`src/tdq_pkg.sv`:
```
// ----------------------------------------------------------------------------
// tdq_pkg
// types and codes shared by the timer deadline queue cells and controller
// ----------------------------------------------------------------------------
`default_nettype none

package tdq_pkg;

  localparam int SLOTS_DEF = 16;

  localparam logic [1:0] K_ADD    = 2'd0;
  localparam logic [1:0] K_CANCEL = 2'd1;
  localparam logic [1:0] K_TICK   = 2'd2;
  // unused kind, ignored by the block
  localparam logic [1:0] K_NOP    = 2'd3;

  localparam logic [2:0] RK_ADDED    = 3'd0;
  localparam logic [2:0] RK_CANCELED = 3'd1;
  localparam logic [2:0] RK_MISS     = 3'd2;
  localparam logic [2:0] RK_FULL     = 3'd3;
  localparam logic [2:0] RK_EXPIRED  = 3'd4;
  localparam logic [2:0] RK_DONE     = 3'd5;

  typedef enum logic [1:0] {
    ST_IDLE,
    ST_EXEC,
    ST_SCAN,
    ST_OUT
  } state_t;

  typedef enum logic [2:0] {
    CMD_NONE,
    CMD_ADD,
    CMD_FREE,
    CMD_MARK,
    CMD_REARM
  } cmd_op_t;

  typedef enum logic {
    SCAN_ALL,
    SCAN_DUE
  } scan_mode_t;

  typedef struct packed {
    cmd_op_t    op;
    scan_mode_t mode;
    logic [47:0] now;
    logic [47:0] expire;
    logic [31:0] period;
  } cmd_t;

endpackage

`default_nettype wire

```
`src/tdq_cell.sv`:
```
// ----------------------------------------------------------------------------
// tdq_cell
// one timer slot and one stage of the earliest-deadline / free-slot chain
// ----------------------------------------------------------------------------
`default_nettype none

module tdq_cell #(
  parameter int IW  = 4,
  parameter int IDX = 0
) (
  input  wire logic          clk,
  input  wire logic          rst_n,
  input  wire tdq_pkg::cmd_t cmd,
  input  wire logic          sel,
  input  wire logic          in_any,
  input  wire logic [47:0]   in_time,
  input  wire logic [IW-1:0] in_idx,
  input  wire logic          in_free_any,
  input  wire logic [IW-1:0] in_free_idx,
  output logic               out_any,
  output logic [47:0]        out_time,
  output logic [IW-1:0]      out_idx,
  output logic               out_free_any,
  output logic [IW-1:0]      out_free_idx,
  output logic               busy,
  output logic [7:0]         tag
);

  logic        busy_r, busy_nxt;
  logic        done_r, done_nxt;
  logic [7:0]  tag_r, tag_nxt;
  logic [47:0] exp_r, exp_nxt;
  logic [31:0] per_r, per_nxt;
  logic [48:0] sum;
  logic        cand;

  logic          any_r;
  logic [47:0]   time_r;
  logic [IW-1:0] idx_r;
  logic          free_any_r;
  logic [IW-1:0] free_idx_r;

  always_comb begin
    busy_nxt = busy_r;
    done_nxt = done_r;
    tag_nxt  = tag_r;
    exp_nxt  = exp_r;
    per_nxt  = per_r;
    sum      = 49'(cmd.now) + 49'(per_r);
    case (cmd.op)
      tdq_pkg::CMD_ADD: begin
        if (sel) begin
          busy_nxt = 1'b1;
          tag_nxt  = tag_r + 8'd1;
          exp_nxt  = cmd.expire;
          per_nxt  = cmd.period;
        end
      end
      tdq_pkg::CMD_FREE: begin
        if (sel) busy_nxt = 1'b0;
      end
      tdq_pkg::CMD_MARK: begin
        if (sel) done_nxt = 1'b1;
      end
      tdq_pkg::CMD_REARM: begin
        if (done_r) begin
          done_nxt = 1'b0;
          if (per_r != 32'd0) begin
            exp_nxt = sum[48] ? {48{1'b1}} : sum[47:0];
          end else begin
            busy_nxt = 1'b0;
          end
        end
      end
      default: ;
    endcase
  end

  always_comb begin
    if (cmd.mode == tdq_pkg::SCAN_DUE) begin
      cand = busy_r && !done_r && (exp_r <= cmd.now);
    end else begin
      cand = busy_r;
    end
  end

  always_ff @(posedge clk) begin
    if (!rst_n) begin
      busy_r     <= 1'b0;
      done_r     <= 1'b0;
      tag_r      <= 8'd0;
      any_r      <= 1'b0;
      free_any_r <= 1'b0;
    end else begin
      busy_r <= busy_nxt;
      done_r <= done_nxt;
      tag_r  <= tag_nxt;
      if (cand && (!in_any || exp_r < in_time)) begin
        any_r <= 1'b1;
      end else begin
        any_r <= in_any;
      end
      free_any_r <= in_free_any || !busy_r;
    end
  end

  always_ff @(posedge clk) begin
    exp_r <= exp_nxt;
    per_r <= per_nxt;
    if (cand && (!in_any || exp_r < in_time)) begin
      time_r <= exp_r;
      idx_r  <= IW'(IDX);
    end else begin
      time_r <= in_time;
      idx_r  <= in_idx;
    end
    if (!in_free_any && !busy_r) begin
      free_idx_r <= IW'(IDX);
    end else begin
      free_idx_r <= in_free_idx;
    end
  end

  assign out_any      = any_r;
  assign out_time     = time_r;
  assign out_idx      = idx_r;
  assign out_free_any = free_any_r;
  assign out_free_idx = free_idx_r;
  assign busy         = busy_r;
  assign tag          = tag_r;

endmodule

`default_nettype wire

```
`config.mk`:
```
export PLATFORM = sky130hd
export DESIGN_NAME = tdq_cell
export DESIGN_NICKNAME = d
export VERILOG_FILES = /design/src/tdq_pkg.sv /design/src/tdq_cell.sv
export SDC_FILE = /design/constraint.sdc
export NUM_CORES = 1
export LEC_CHECK = 0
export ABC_CLOCK_PERIOD_IN_PS = 8900
export CAP_MARGIN = 15
export CORE_ASPECT_RATIO = 0.8
export CORE_MARGIN = 3
export CORE_UTILIZATION = 60
export DETAILED_ROUTE_END_ITERATION = 16
export DONT_BUFFER_PORTS = 1
export MAX_ROUTING_LAYER = met4
export PLACE_DENSITY = 0.73
export SLEW_MARGIN = 10
export SYNTH_ARGS = -nofsm -noshare
export SYNTH_HDL_FRONTEND = slang
export SYNTH_SLANG_ARGS = --single-unit
```
`constraint.sdc`:
```
create_clock -name clk -period 8.9 [get_ports clk]
set_input_delay 0.445 -clock clk [delete_from_list [all_inputs] [get_ports clk]]
set_output_delay 0.445 -clock clk [all_outputs]
set_load 0.02 [all_outputs]
```
Word level (Yosys, flattened, before mapping):

Index checks and enable logic that the tools add are counted.

* divide/modulo/power cells: 0
* multiplexer cells: 14
* reduce and logical (&&, ||, !) cells: 18
* add/subtract/negate cells: 2
* shifts and indexed selects: 0
* $mul: 0
* bitwise logic cells: 0
* $lt $le $gt $ge: 2
* eq/ne operators: 10

Operators with widths (number)
* $mux 48: 5
* $pmux 48 s2: 1
* $add 48x32->49: 1
* $le 48x48->1: 1
* $lt 48x48->1: 1
* $reduce_bool 32->1: 1
* $ne 2x2->1 const B: 6
* $add 8x1->8 const B: 1
* $eq 3x2->1 const B: 2
* $mux 1: 6
* $reduce_and 5->1: 1
* $logic_and 1x1->1: 4
* $logic_not 1->1: 4
* $reduce_and 2->1: 2
* $reduce_and 4->1: 1
* $reduce_bool 2->1: 2
* $eq 3x1->1 const B: 1
* $eq 3x3->1 const B: 1
* $pmux 1 s3: 1
* $reduce_bool 3->1: 1
* $logic_or 1x1->1: 2
* $pmux 1 s2: 1

* output and inout port bits: 67
* memory bits (writable): 0
* word-level logic and storage cells: 56
* register bits after elaboration: 148
* memories: 0
* bits in latches: 0
* bits in read-only memories: 0

Depth between registers and ports, before layout:

Gate-level depths: netlist (run 1).

* depth after elaboration: 6
* gate-level depth with buffers: 11

Least setup slack after synthesis (run 1):

Ideal clock, no wire load.

* kind: input to register
* from: input cmd[80] (netlist bit)
* to: register exp_r[11] (data pin)
* path buffers: 1
* data arrival time: 2.971 ns
* setup time: 0.270 ns
* data required time: 8.630 ns
* setup slack: 5.659 ns
* cell stages on the path: 11
* path through: ha_1 -> fa_1 -> a211oi_1 -> o21ai_1 -> a21oi_2 -> or4b_4 -> a211oi_4 -> or2_2 -> a31oi_1 -> clkbuf_1 -> a21oi_1

* longest elaborated chain between the ends: 5

RTL lines
* start, declared: line tdq_cell.sv:13 `input wire tdq_pkg::cmd_t cmd,`
* $add 48x32->49: line tdq_cell.sv:49 `sum = 49'(cmd.now) + 49'(per_r);`
* $mux 48: line tdq_cell.sv:69 `exp_nxt = sum[48] ? {48{1'b1}} : sum[47:0];`
* $mux 48: line tdq_cell.sv:68 `if (per_r != 32'd0) begin`
* $mux 48: line tdq_cell.sv:66 `if (done_r) begin`
* $pmux 48 s2: line tdq_cell.sv:50 `case (cmd.op)`
* named net exp_nxt[11]: line tdq_cell.sv:32 `logic [47:0] exp_r, exp_nxt;`
* end signal, assigned: line tdq_cell.sv:108 `exp_r <= exp_nxt;`
* end, declared: line tdq_cell.sv:32

The timed path passes the listed nets, and every way through them passes these cells. The select of a mux whose other input is x is not followed.
A chain may end at the register's enable or synchronous reset.

Worst setup path in the final report (run 1):

* from: register exp_r[46]
* to: register time_r[20] (netlist: out_time[20])

* longest elaborated chain between the ends: 5
* elaborated cells on any way between the ends: 7
* classes of those cells: order compare: 2; mux: 2; reduce/logical: 3

RTL lines
* $le 48x48->1: line tdq_cell.sv:81 `cand = busy_r && !done_r && (exp_r <= cmd.now);`
* $logic_and 1x1->1: line tdq_cell.sv:81
* $mux 1: line tdq_cell.sv:80 `if (cmd.mode == tdq_pkg::SCAN_DUE) begin`
* $logic_and 1x1->1 *: line tdq_cell.sv:110 `if (cand && (!in_any || exp_r < in_time)) begin`
* $mux 48 *: line tdq_cell.sv:110
* end signal, assigned: line tdq_cell.sv:111 `time_r <= exp_r;`
* end signal, assigned: line tdq_cell.sv:114 `time_r <= in_time;`
* end, declared: line tdq_cell.sv:38 `logic [47:0] time_r;`

Every way passes the cells marked *; elsewhere a longest branch is shown, timed or not.

==> reports/qor.tcl, run 1 <==
set qor(finalWirelength_um) 27100
set qor(vdd_drop_max_mv) 0.141
set qor(mappedNetlistArea_mm2) 0.00974
set qor(core_mm2) 0.0159
set qor(hold_class) {input port to flop}
set qor(multiInputGateArea_mm2) 0.00549
set qor(postSynthNetCount) 1318
set qor(clock_latency_ns) 0.43
set qor(yosys_register_bits) 148
set qor(drc) 0
set qor(first_pass_grt_wire_length_um) 41100
set qor(tritoncts_buffer_count) 17
set qor(placed_area_mm2) 0.00995
set qor(grt_antenna_before_repair) 2
set qor(floorplan.rows) 41
set qor(period_minus_slack_ns) 4.36
set qor(vias_per_cell) 6.28
set qor(critical_path.endpoint_type) {flop}
set qor(timing.critical_path.required_ns) 9.21
set qor(final_net_count) 1315
set qor(design_power_total_mw) 1.83
set qor(critPathKind) {flop to flop}
set qor(worstReg2RegStart) {exp_r[46]$_DFFE_PP_}
set qor(number_of_enable_type_register_cells_in_the_synthesized_netlist) 80
set qor(startpoint) {exp_r[46]$_DFFE_PP_}
set qor(die_h_um) 120
set qor(fp.dieArea_mm2) 0.0178
set qor(layout.filler_cells) 1270
set qor(report.final.setup_viol) 0
set qor(cts_hold_buf) 0
set qor(vias) 7685
set qor(synthesis.yosys.warnings) 0
set qor(grt_start_max_net_pins) 46
set qor(yosys.cell_types.count) 68
set qor(cts_tree) {built}
set qor(slew_of_the_pin_with_the_lowest_slew_margin_ns) 1.10
set qor(avgRoutedWirePerCell_um) 22.2
set qor(leakage_nw) 4.51
set qor(synth_common_cells) {128 x sky130_fd_sc_hd__ha_1, 106 x sky130_fd_sc_hd__inv_1, 94 x sky130_fd_sc_hd__a21oi_1, 80 x sky130_fd_sc_hd__edfxtp_1, 68 x sky130_fd_sc_hd__dfxtp_1}
set qor(clk_pin_slew_worst_paths_ns) 0.07
set qor(period_share_pct) 49.0
set qor(critical_path_arrival_ns) 4.67
set qor(timing.rr.end) {out_time[20]$_DFF_P_}
set qor(fin_worst_hold_slack_ns) 0.103
set qor(drtAntennaViolNets) 0
set qor(clock_tree.buffer_depth) 2
set qor(slew_violations) 0
set qor(count_of_port_buffers_added_during_placement) 0
set qor(clock-sinks) 148
set qor(power_per_cell_area_mw_per_mm2) 173
set qor(synth-async-reset-ratio_pct) 0
set qor(postCtsResizedCells) 0
set qor(drv.max_cap_violation_count) 0
set qor(sequential_cell_area_mm2) 0.00376
set qor(ios) 260
set qor(timing.setup.tns_ns) 0
set qor(critical_path.startpoint_type) {flop}
set qor(first_global_vias) 7559
set qor(rsz0062_at_grt) {false}
set qor(result_of_the_run) {finished, final reports clean}
set qor(routability_congestion_estimate) 0.951
set qor(critical_path_peak_fanout) 31
set qor(post-synth-top-count-cell) {sky130_fd_sc_hd__ha_1}
set qor(reg2regPathDepth) 9
set qor(clock_tree.htree_level_count) 4
set qor(setup.reg_to_reg.worst_slack_ns) 4.54
set qor(initial_utilization_pct) 61.4
set qor(drtPass1Iterations) 5
set qor(detailedRoute.firstIterationViolations) 762
set qor(flow.area_growth_from_synthesis_pct) 8.36
set qor(synthDominantAreaCellType) {sky130_fd_sc_hd__edfxtp_1}
set qor(post_synth.cell_area_avg_um2) 9.78
set qor(fin_worst_skew_ns) 0.0166
set qor(synthCells) 996
set qor(ys_dominant_reg_cell) {sky130_fd_sc_hd__edfxtp_1}
set qor(synth.top_cells.by_area) {sky130_fd_sc_hd__edfxtp_1 25%, sky130_fd_sc_hd__ha_1 16%, sky130_fd_sc_hd__dfxtp_1 14%, sky130_fd_sc_hd__mux2_2 5.5%, sky130_fd_sc_hd__a21oi_1 4.8%}
set qor(place.detailed.hpwl_um) 21000
set qor(maxClockFrequency_mhz) 229
set qor(max_slew_margin_pct) 26.2
set qor(post-cts-setup-buffer-count) 0
set qor(dieWidth_um) 148
set qor(finalHoldViolations) 0
set qor(drive_above_1_share_pct) 10.1
set qor(critPathCapture) {out_time[20]$_DFF_P_}
set qor(post-synth-top-area-fraction_pct) 24.7
set qor(final_design_area_no_fill_mm2) 0.0106
set qor(root_buffer_cell) {sky130_fd_sc_hd__clkbuf_16}
set qor(gr-total-overflow) 0
set qor(synth-seq-area-share_pct) 38.6
set qor(global_routing_usage_summed_across_all_routing_layers_pct) 30.7
## how the worst min path moves through the flow
stage / startpoint / endpoint / slack (ns) / cells after the start
after floorplan: exp_r[0]$_DFFE_PP_ / out_time[0]$_DFF_P_ / 0.49 / 1
after global placement: exp_r[0]$_DFFE_PP_ / out_time[0]$_DFF_P_ / 0.51 / 1
after detailed placement: exp_r[0]$_DFFE_PP_ / out_time[0]$_DFF_P_ / 0.52 / 1
after CTS: cmd[0] / per_r[0]$_DFFE_PP_ / 0.09 / 0
after global routing: cmd[0] / per_r[0]$_DFFE_PP_ / 0.09 / 0
final: cmd[1] / per_r[1]$_DFFE_PP_ / 0.10 / 0
## sequential cells by signal, summed over array words and instances (netlist names)
register and cells:
out_time 48, done_r 1, exp_r 48, out_any 1
busy 1, per_r 32, out_free_idx 4, out_free_any 1
out_idx 4, tag 8
## layout make-up
type,instances,area share [%]
Sequential cell,148,35.7
Antenna cell,2,0.0474
Clock buffer,17,4.03
Multi-Input combinational cell,715,52.0
Tap cell,215,2.55
Timing Repair Buffer,5,0.427
Inverter,106,3.77
Clock inverter,15,1.52
## critical path, cell delays in order (launching register included)
cell and delay [ns]:
sky130_fd_sc_hd__edfxtp_1 0.44, sky130_fd_sc_hd__ha_1 0.32, sky130_fd_sc_hd__nand4_1 0.15, sky130_fd_sc_hd__nor4_1 0.89, sky130_fd_sc_hd__nand3_1 0.36, sky130_fd_sc_hd__o41ai_1 0.43
sky130_fd_sc_hd__a32oi_1 0.18, sky130_fd_sc_hd__nor3_4 0.54, sky130_fd_sc_hd__buf_4 0.52, sky130_fd_sc_hd__mux2_2 0.40
## per-stage QoR
stage	util [%]	cells	setup WS [ns]
floorplan	-	996	5.66
global placement	62.8	1188	4.26
detailed placement	62.8	1188	4.17
CTS	66.5	1220	4.17
global route	66.6	1223	4.43
finish	66.6	1223	4.54
## layout by cell type (no fill, tap or decap), types with 5 or more instances in the layout
master	instances
sky130_fd_sc_hd__a211oi_1	12
sky130_fd_sc_hd__a21o_1	31
sky130_fd_sc_hd__a21oi_1	94
sky130_fd_sc_hd__a31oi_1	9
sky130_fd_sc_hd__and2_1	8
sky130_fd_sc_hd__and3_1	5
sky130_fd_sc_hd__and4_1	6
sky130_fd_sc_hd__clkbuf_16	17
sky130_fd_sc_hd__dfxtp_1	68
sky130_fd_sc_hd__edfxtp_1	80
sky130_fd_sc_hd__ha_1	128
sky130_fd_sc_hd__inv_1	106
sky130_fd_sc_hd__inv_6	6
sky130_fd_sc_hd__mux2_2	48
sky130_fd_sc_hd__nand2_1	41
sky130_fd_sc_hd__nand2b_1	6
sky130_fd_sc_hd__nand3_1	14
sky130_fd_sc_hd__nand4_1	36
sky130_fd_sc_hd__nor2_1	57
sky130_fd_sc_hd__nor2b_1	19
sky130_fd_sc_hd__nor3_1	8
sky130_fd_sc_hd__nor4_1	15
sky130_fd_sc_hd__o211ai_1	5
sky130_fd_sc_hd__o21a_1	5
sky130_fd_sc_hd__o21ai_0	36
sky130_fd_sc_hd__o21bai_1	8
sky130_fd_sc_hd__o22a_1	8
sky130_fd_sc_hd__o31ai_1	7
sky130_fd_sc_hd__xnor2_1	22
sky130_fd_sc_hd__xor2_1	17
## where the power goes
part | internal, mW | switching (mW)
combinational | 0.121 | 0.164
clock | 0.399 | 0.334
sequential | 0.762 | 0.0472
## metal layers
layer	GRT usage, %	vias up	routed length, um
met5	-	-	0
met4	8.14	0	456
met3	9.40	36	2940
met2	45.1	360	11800
met1	41.5	3602	11900
li1	-	3687	-
## cell families after synthesis
group | Yosys count | share of synthesized area (%)
adder cells (fa/ha/maj) | 129 | 16.6
AND/OR/NAND/NOR | 234 | 12.6
AO/OA/AOI/OAI | 262 | 17.4
XOR/XNOR | 39 | 3.51
buffers and inverters | 133 | 5.31
multiplexers | 51 | 5.86
flip-flops | 148 | 38.6
Note: power is estimated with default switching activity, not from simulation.
==> run 2: changes to the inputs <==
--- a/config.mk
+++ b/config.mk
@@ -5,7 +5,7 @@
 export SDC_FILE = /design/constraint.sdc
 export NUM_CORES = 1
 export LEC_CHECK = 0
-export ABC_CLOCK_PERIOD_IN_PS = 8900
+export ABC_CLOCK_PERIOD_IN_PS = 4500
 export CAP_MARGIN = 15
 export CORE_ASPECT_RATIO = 0.8
 export CORE_MARGIN = 3
==> constraint.sdc (replaced) <==
create_clock -name clk -period 4.5 [get_ports clk]
set_input_delay 0.225 -clock clk [delete_from_list [all_inputs] [get_ports clk]]
set_output_delay 0.225 -clock clk [all_outputs]
set_load 0.02 [all_outputs]
==> reports/qor.tcl, run 2 (same netlist as run 1, synthesis figures left out) <==
set qor(grt_antenna_before_repair) 3 ;# was 2
set qor(ios) 260 ;# unchanged
set qor(first_pass_grt_wire_length_um) 42900 ;# was 41100 um
set qor(count_of_port_buffers_added_during_placement) 0 ;# unchanged
set qor(slew_of_the_pin_with_the_lowest_slew_margin_ns) 1.10 ;# about the same
set qor(clock_tree.buffer_depth) 2 ;# unchanged
set qor(finalWirelength_um) 27900 ;# was 27100 um
set qor(finalHoldViolations) 0 ;# unchanged
set qor(critical_path.endpoint_type) {flop} ;# unchanged
set qor(drtAntennaViolNets) 0 ;# unchanged
set qor(crit_path_top_delay_cell) {sky130_fd_sc_hd__a31oi_2} ;# was sky130_fd_sc_hd__nor4_1
set qor(fin_worst_skew_ns) 0.00899 ;# was 0.0166 ns
set qor(fin_worst_hold_slack_ns) 0.0139 ;# was 0.103 ns
set qor(layout_common_cells) {128 x sky130_fd_sc_hd__ha_1, 106 x sky130_fd_sc_hd__inv_1, 106 x sky130_fd_sc_hd__dlygate4sd3_1, 94 x sky130_fd_sc_hd__a21oi_1, 80 x sky130_fd_sc_hd__edfxtp_1} ;# was 128 x sky130_fd_sc_hd__ha_1, 106 x sky130_fd_sc_hd__inv_1, 94 x sky130_fd_sc_hd__a21oi_1, 80 x sky130_fd_sc_hd__edfxtp_1, 68 x sky130_fd_sc_hd__dfxtp_1
set qor(slew_violations) 0 ;# unchanged
set qor(core_mm2) 0.0159 ;# unchanged
set qor(drv.max_cap_violation_count) 0 ;# unchanged
set qor(fp.dieArea_mm2) 0.0178 ;# unchanged
set qor(maxClockFrequency_mhz) 261 ;# was 229 MHz
set qor(critical_path_peak_fanout) 19 ;# was 31
set qor(global_routing_usage_summed_across_all_routing_layers_pct) 31.7 ;# was 30.7%
set qor(flow.area_growth_from_synthesis_pct) 19.5 ;# was 8.36%
set qor(cts_tree) {built} ;# unchanged
set qor(clock_latency_ns) 0.44 ;# was 0.43 ns
set qor(worstReg2RegStart) {per_r[0]$_DFFE_PP_} ;# was exp_r[46]$_DFFE_PP_
set qor(grt_start_max_net_pins) 53 ;# was 46
set qor(dieWidth_um) 148 ;# unchanged
set qor(gr-total-overflow) 0 ;# unchanged
set qor(tritoncts_buffer_count) 17 ;# unchanged
set qor(hold_class) {input port to flop} ;# unchanged
set qor(clock-sinks) 148 ;# unchanged
set qor(vias) 8199 ;# was 7685
set qor(detailedRoute.firstIterationViolations) 615 ;# was 762
set qor(die_h_um) 120 ;# unchanged
set qor(first_global_vias) 8134 ;# was 7559
set qor(drive_above_1_share_pct) 9.25 ;# was 10.1%
set qor(clk_pin_slew_worst_paths_ns) 0.07 ;# about the same
set qor(postLayoutCoreUtil_pct) 73.4 ;# was 66.6%
set qor(timing.setup.tns_ns) 0 ;# unchanged
set qor(drtPass1Iterations) 5 ;# unchanged
set qor(holdCritStartpoint) {cmd[72]} ;# was cmd[1]
set qor(floorplan.rows) 41 ;# unchanged
set qor(mostFrequentLayoutCell) {sky130_fd_sc_hd__ha_1} ;# unchanged
set qor(final_net_count) 1422 ;# was 1315
set qor(avgRoutedWirePerCell_um) 21.0 ;# was 22.2 um
set qor(routability_congestion_estimate) 0.988 ;# was 0.951
set qor(rsz0062_at_grt) {false} ;# unchanged
set qor(critical_path.startpoint_type) {flop} ;# unchanged
set qor(period_share_pct) 85.0 ;# was 49.0%
set qor(clock_tree.htree_level_count) 4 ;# unchanged
set qor(initial_utilization_pct) 61.4 ;# unchanged
set qor(drc) 0 ;# unchanged
set qor(critPathKind) {flop to flop} ;# unchanged
set qor(critical-path-max-stage-delay_ns) 0.53 ;# was 0.89 ns
set qor(startpoint) {per_r[0]$_DFFE_PP_} ;# was exp_r[46]$_DFFE_PP_
set qor(postCtsResizedCells) 0 ;# unchanged
set qor(leakage_nw) 4.97 ;# was 4.51 nW
set qor(path_cells) {ha_1, fa_1, a211oi_1, o21ai_1, a21oi_2, or4b_4, a211oi_4, or2_2, a31oi_2, buf_4, a21oi_1} ;# was ha_1, nand4_1, nor4_1, nand3_1, o41ai_1, a32oi_1, nor3_4, buf_4, mux2_2
set qor(place.detailed.hpwl_um) 20300 ;# was 21000 um
set qor(period_minus_slack_ns) 3.82 ;# was 4.36 ns
set qor(critical_path_arrival_ns) 4.00 ;# was 4.67 ns
set qor(timing.critical_path.required_ns) 4.67 ;# was 9.21 ns
set qor(setup.reg_to_reg.worst_slack_ns) 0.68 ;# was 4.54 ns
set qor(max_slew_margin_pct) 26.6 ;# was 26.2%
set qor(report.final.setup_viol) 0 ;# unchanged
set qor(worstPathBufferInverterCount) 1 ;# unchanged
set qor(root_buffer_cell) {sky130_fd_sc_hd__clkbuf_16} ;# unchanged
set qor(power_per_cell_area_mw_per_mm2) 319 ;# was 173 mW/mm^2
set qor(critPathTopFamily) {compound AO/OA/AOI/OAI gates} ;# was simple AND/OR/NAND/NOR gates
set qor(vias_per_cell) 6.16 ;# was 6.28
set qor(vdd_drop_max_mv) 0.230 ;# was 0.141 mV
set qor(result_of_the_run) {finished, final reports clean} ;# unchanged
## run 2: cell count changes in the layout (fill, tap and decap cells not counted)
| cell | before | now |
|---|---|---|
| sky130_fd_sc_hd__buf_12 | 0 | 1 |
| sky130_fd_sc_hd__buf_4 | 4 | 5 |
| sky130_fd_sc_hd__buf_8 | 1 | 0 |
| sky130_fd_sc_hd__bufinv_16 | 1 | 2 |
| sky130_fd_sc_hd__clkinv_2 | 0 | 2 |
| sky130_fd_sc_hd__clkinv_4 | 2 | 1 |
| sky130_fd_sc_hd__diode_2 | 2 | 3 |
| sky130_fd_sc_hd__dlygate4sd3_1 | 0 | 106 |
| sky130_fd_sc_hd__inv_8 | 4 | 2 |
## run 2: metal layers
metal  vias up  track usage, %  share of wire [%]
met5         -               -                  0
met4         0            11.7                2.8
met3        54            8.68                9.8
met2       393            47.7                 44
met1      3848            41.3                 43
li1       3904               -                  -
## run 2: per-stage QoR
stage / worst slack, ns / std cells / total power [mW] / area (um^2)
3_3_place_gp: 0.769 / 1190 / 2.16 / 9980
4_1_cts: 0.677 / 1328 / 3.72 / 11600
3_5_place_dp: 0.705 / 1190 / 2.17 / 9980
6_report: 0.676 / 1331 / 3.71 / 11600
2_1_floorplan: 1.33 / 996 / 2.04 / 9740
5_1_grt: 0.463 / 1331 / 3.86 / 11600
## run 2: path summary, 6_finish.rpt
path / endpoint / depth (start not counted)
worst min-delay path: exp_r[40]$_DFFE_PP_ / 1
worst max-delay path: exp_r[9]$_DFFE_PP_ / 11
worst min register to register: out_time[0]$_DFF_P_ / 1
worst max register to register: exp_r[9]$_DFFE_PP_ / 11
## run 2: final cells by class
| cell class | instances | area, um^2 |
|---|---|---|
| sequential | 148 | 3760 |
| fill | 1104 | 4210 |
| clock buffer | 17 | 425 |
| antenna | 3 | 7.51 |
| inverter | 106 | 398 |
| tap | 215 | 269 |
| timing repair buffer | 112 | 1120 |
| multi-input combinational | 715 | 5490 |
| clock inverter | 15 | 169 |
## run 2: what timing repair did
item | in CTS | in global routing
hold buffers | 106 | 0
buffers inserted | 0 | 0
endpoints found under the hold margin | 111 | 0
setup endpoints to repair | 0 | 0
## run 2: where the power goes
| group | switching (mW) | internal, mW |
|---|---|---|
| Sequential | 0.0938 | 1.51 |
| Combinational | 0.338 | 0.301 |
| Clock | 0.639 | 0.833 |
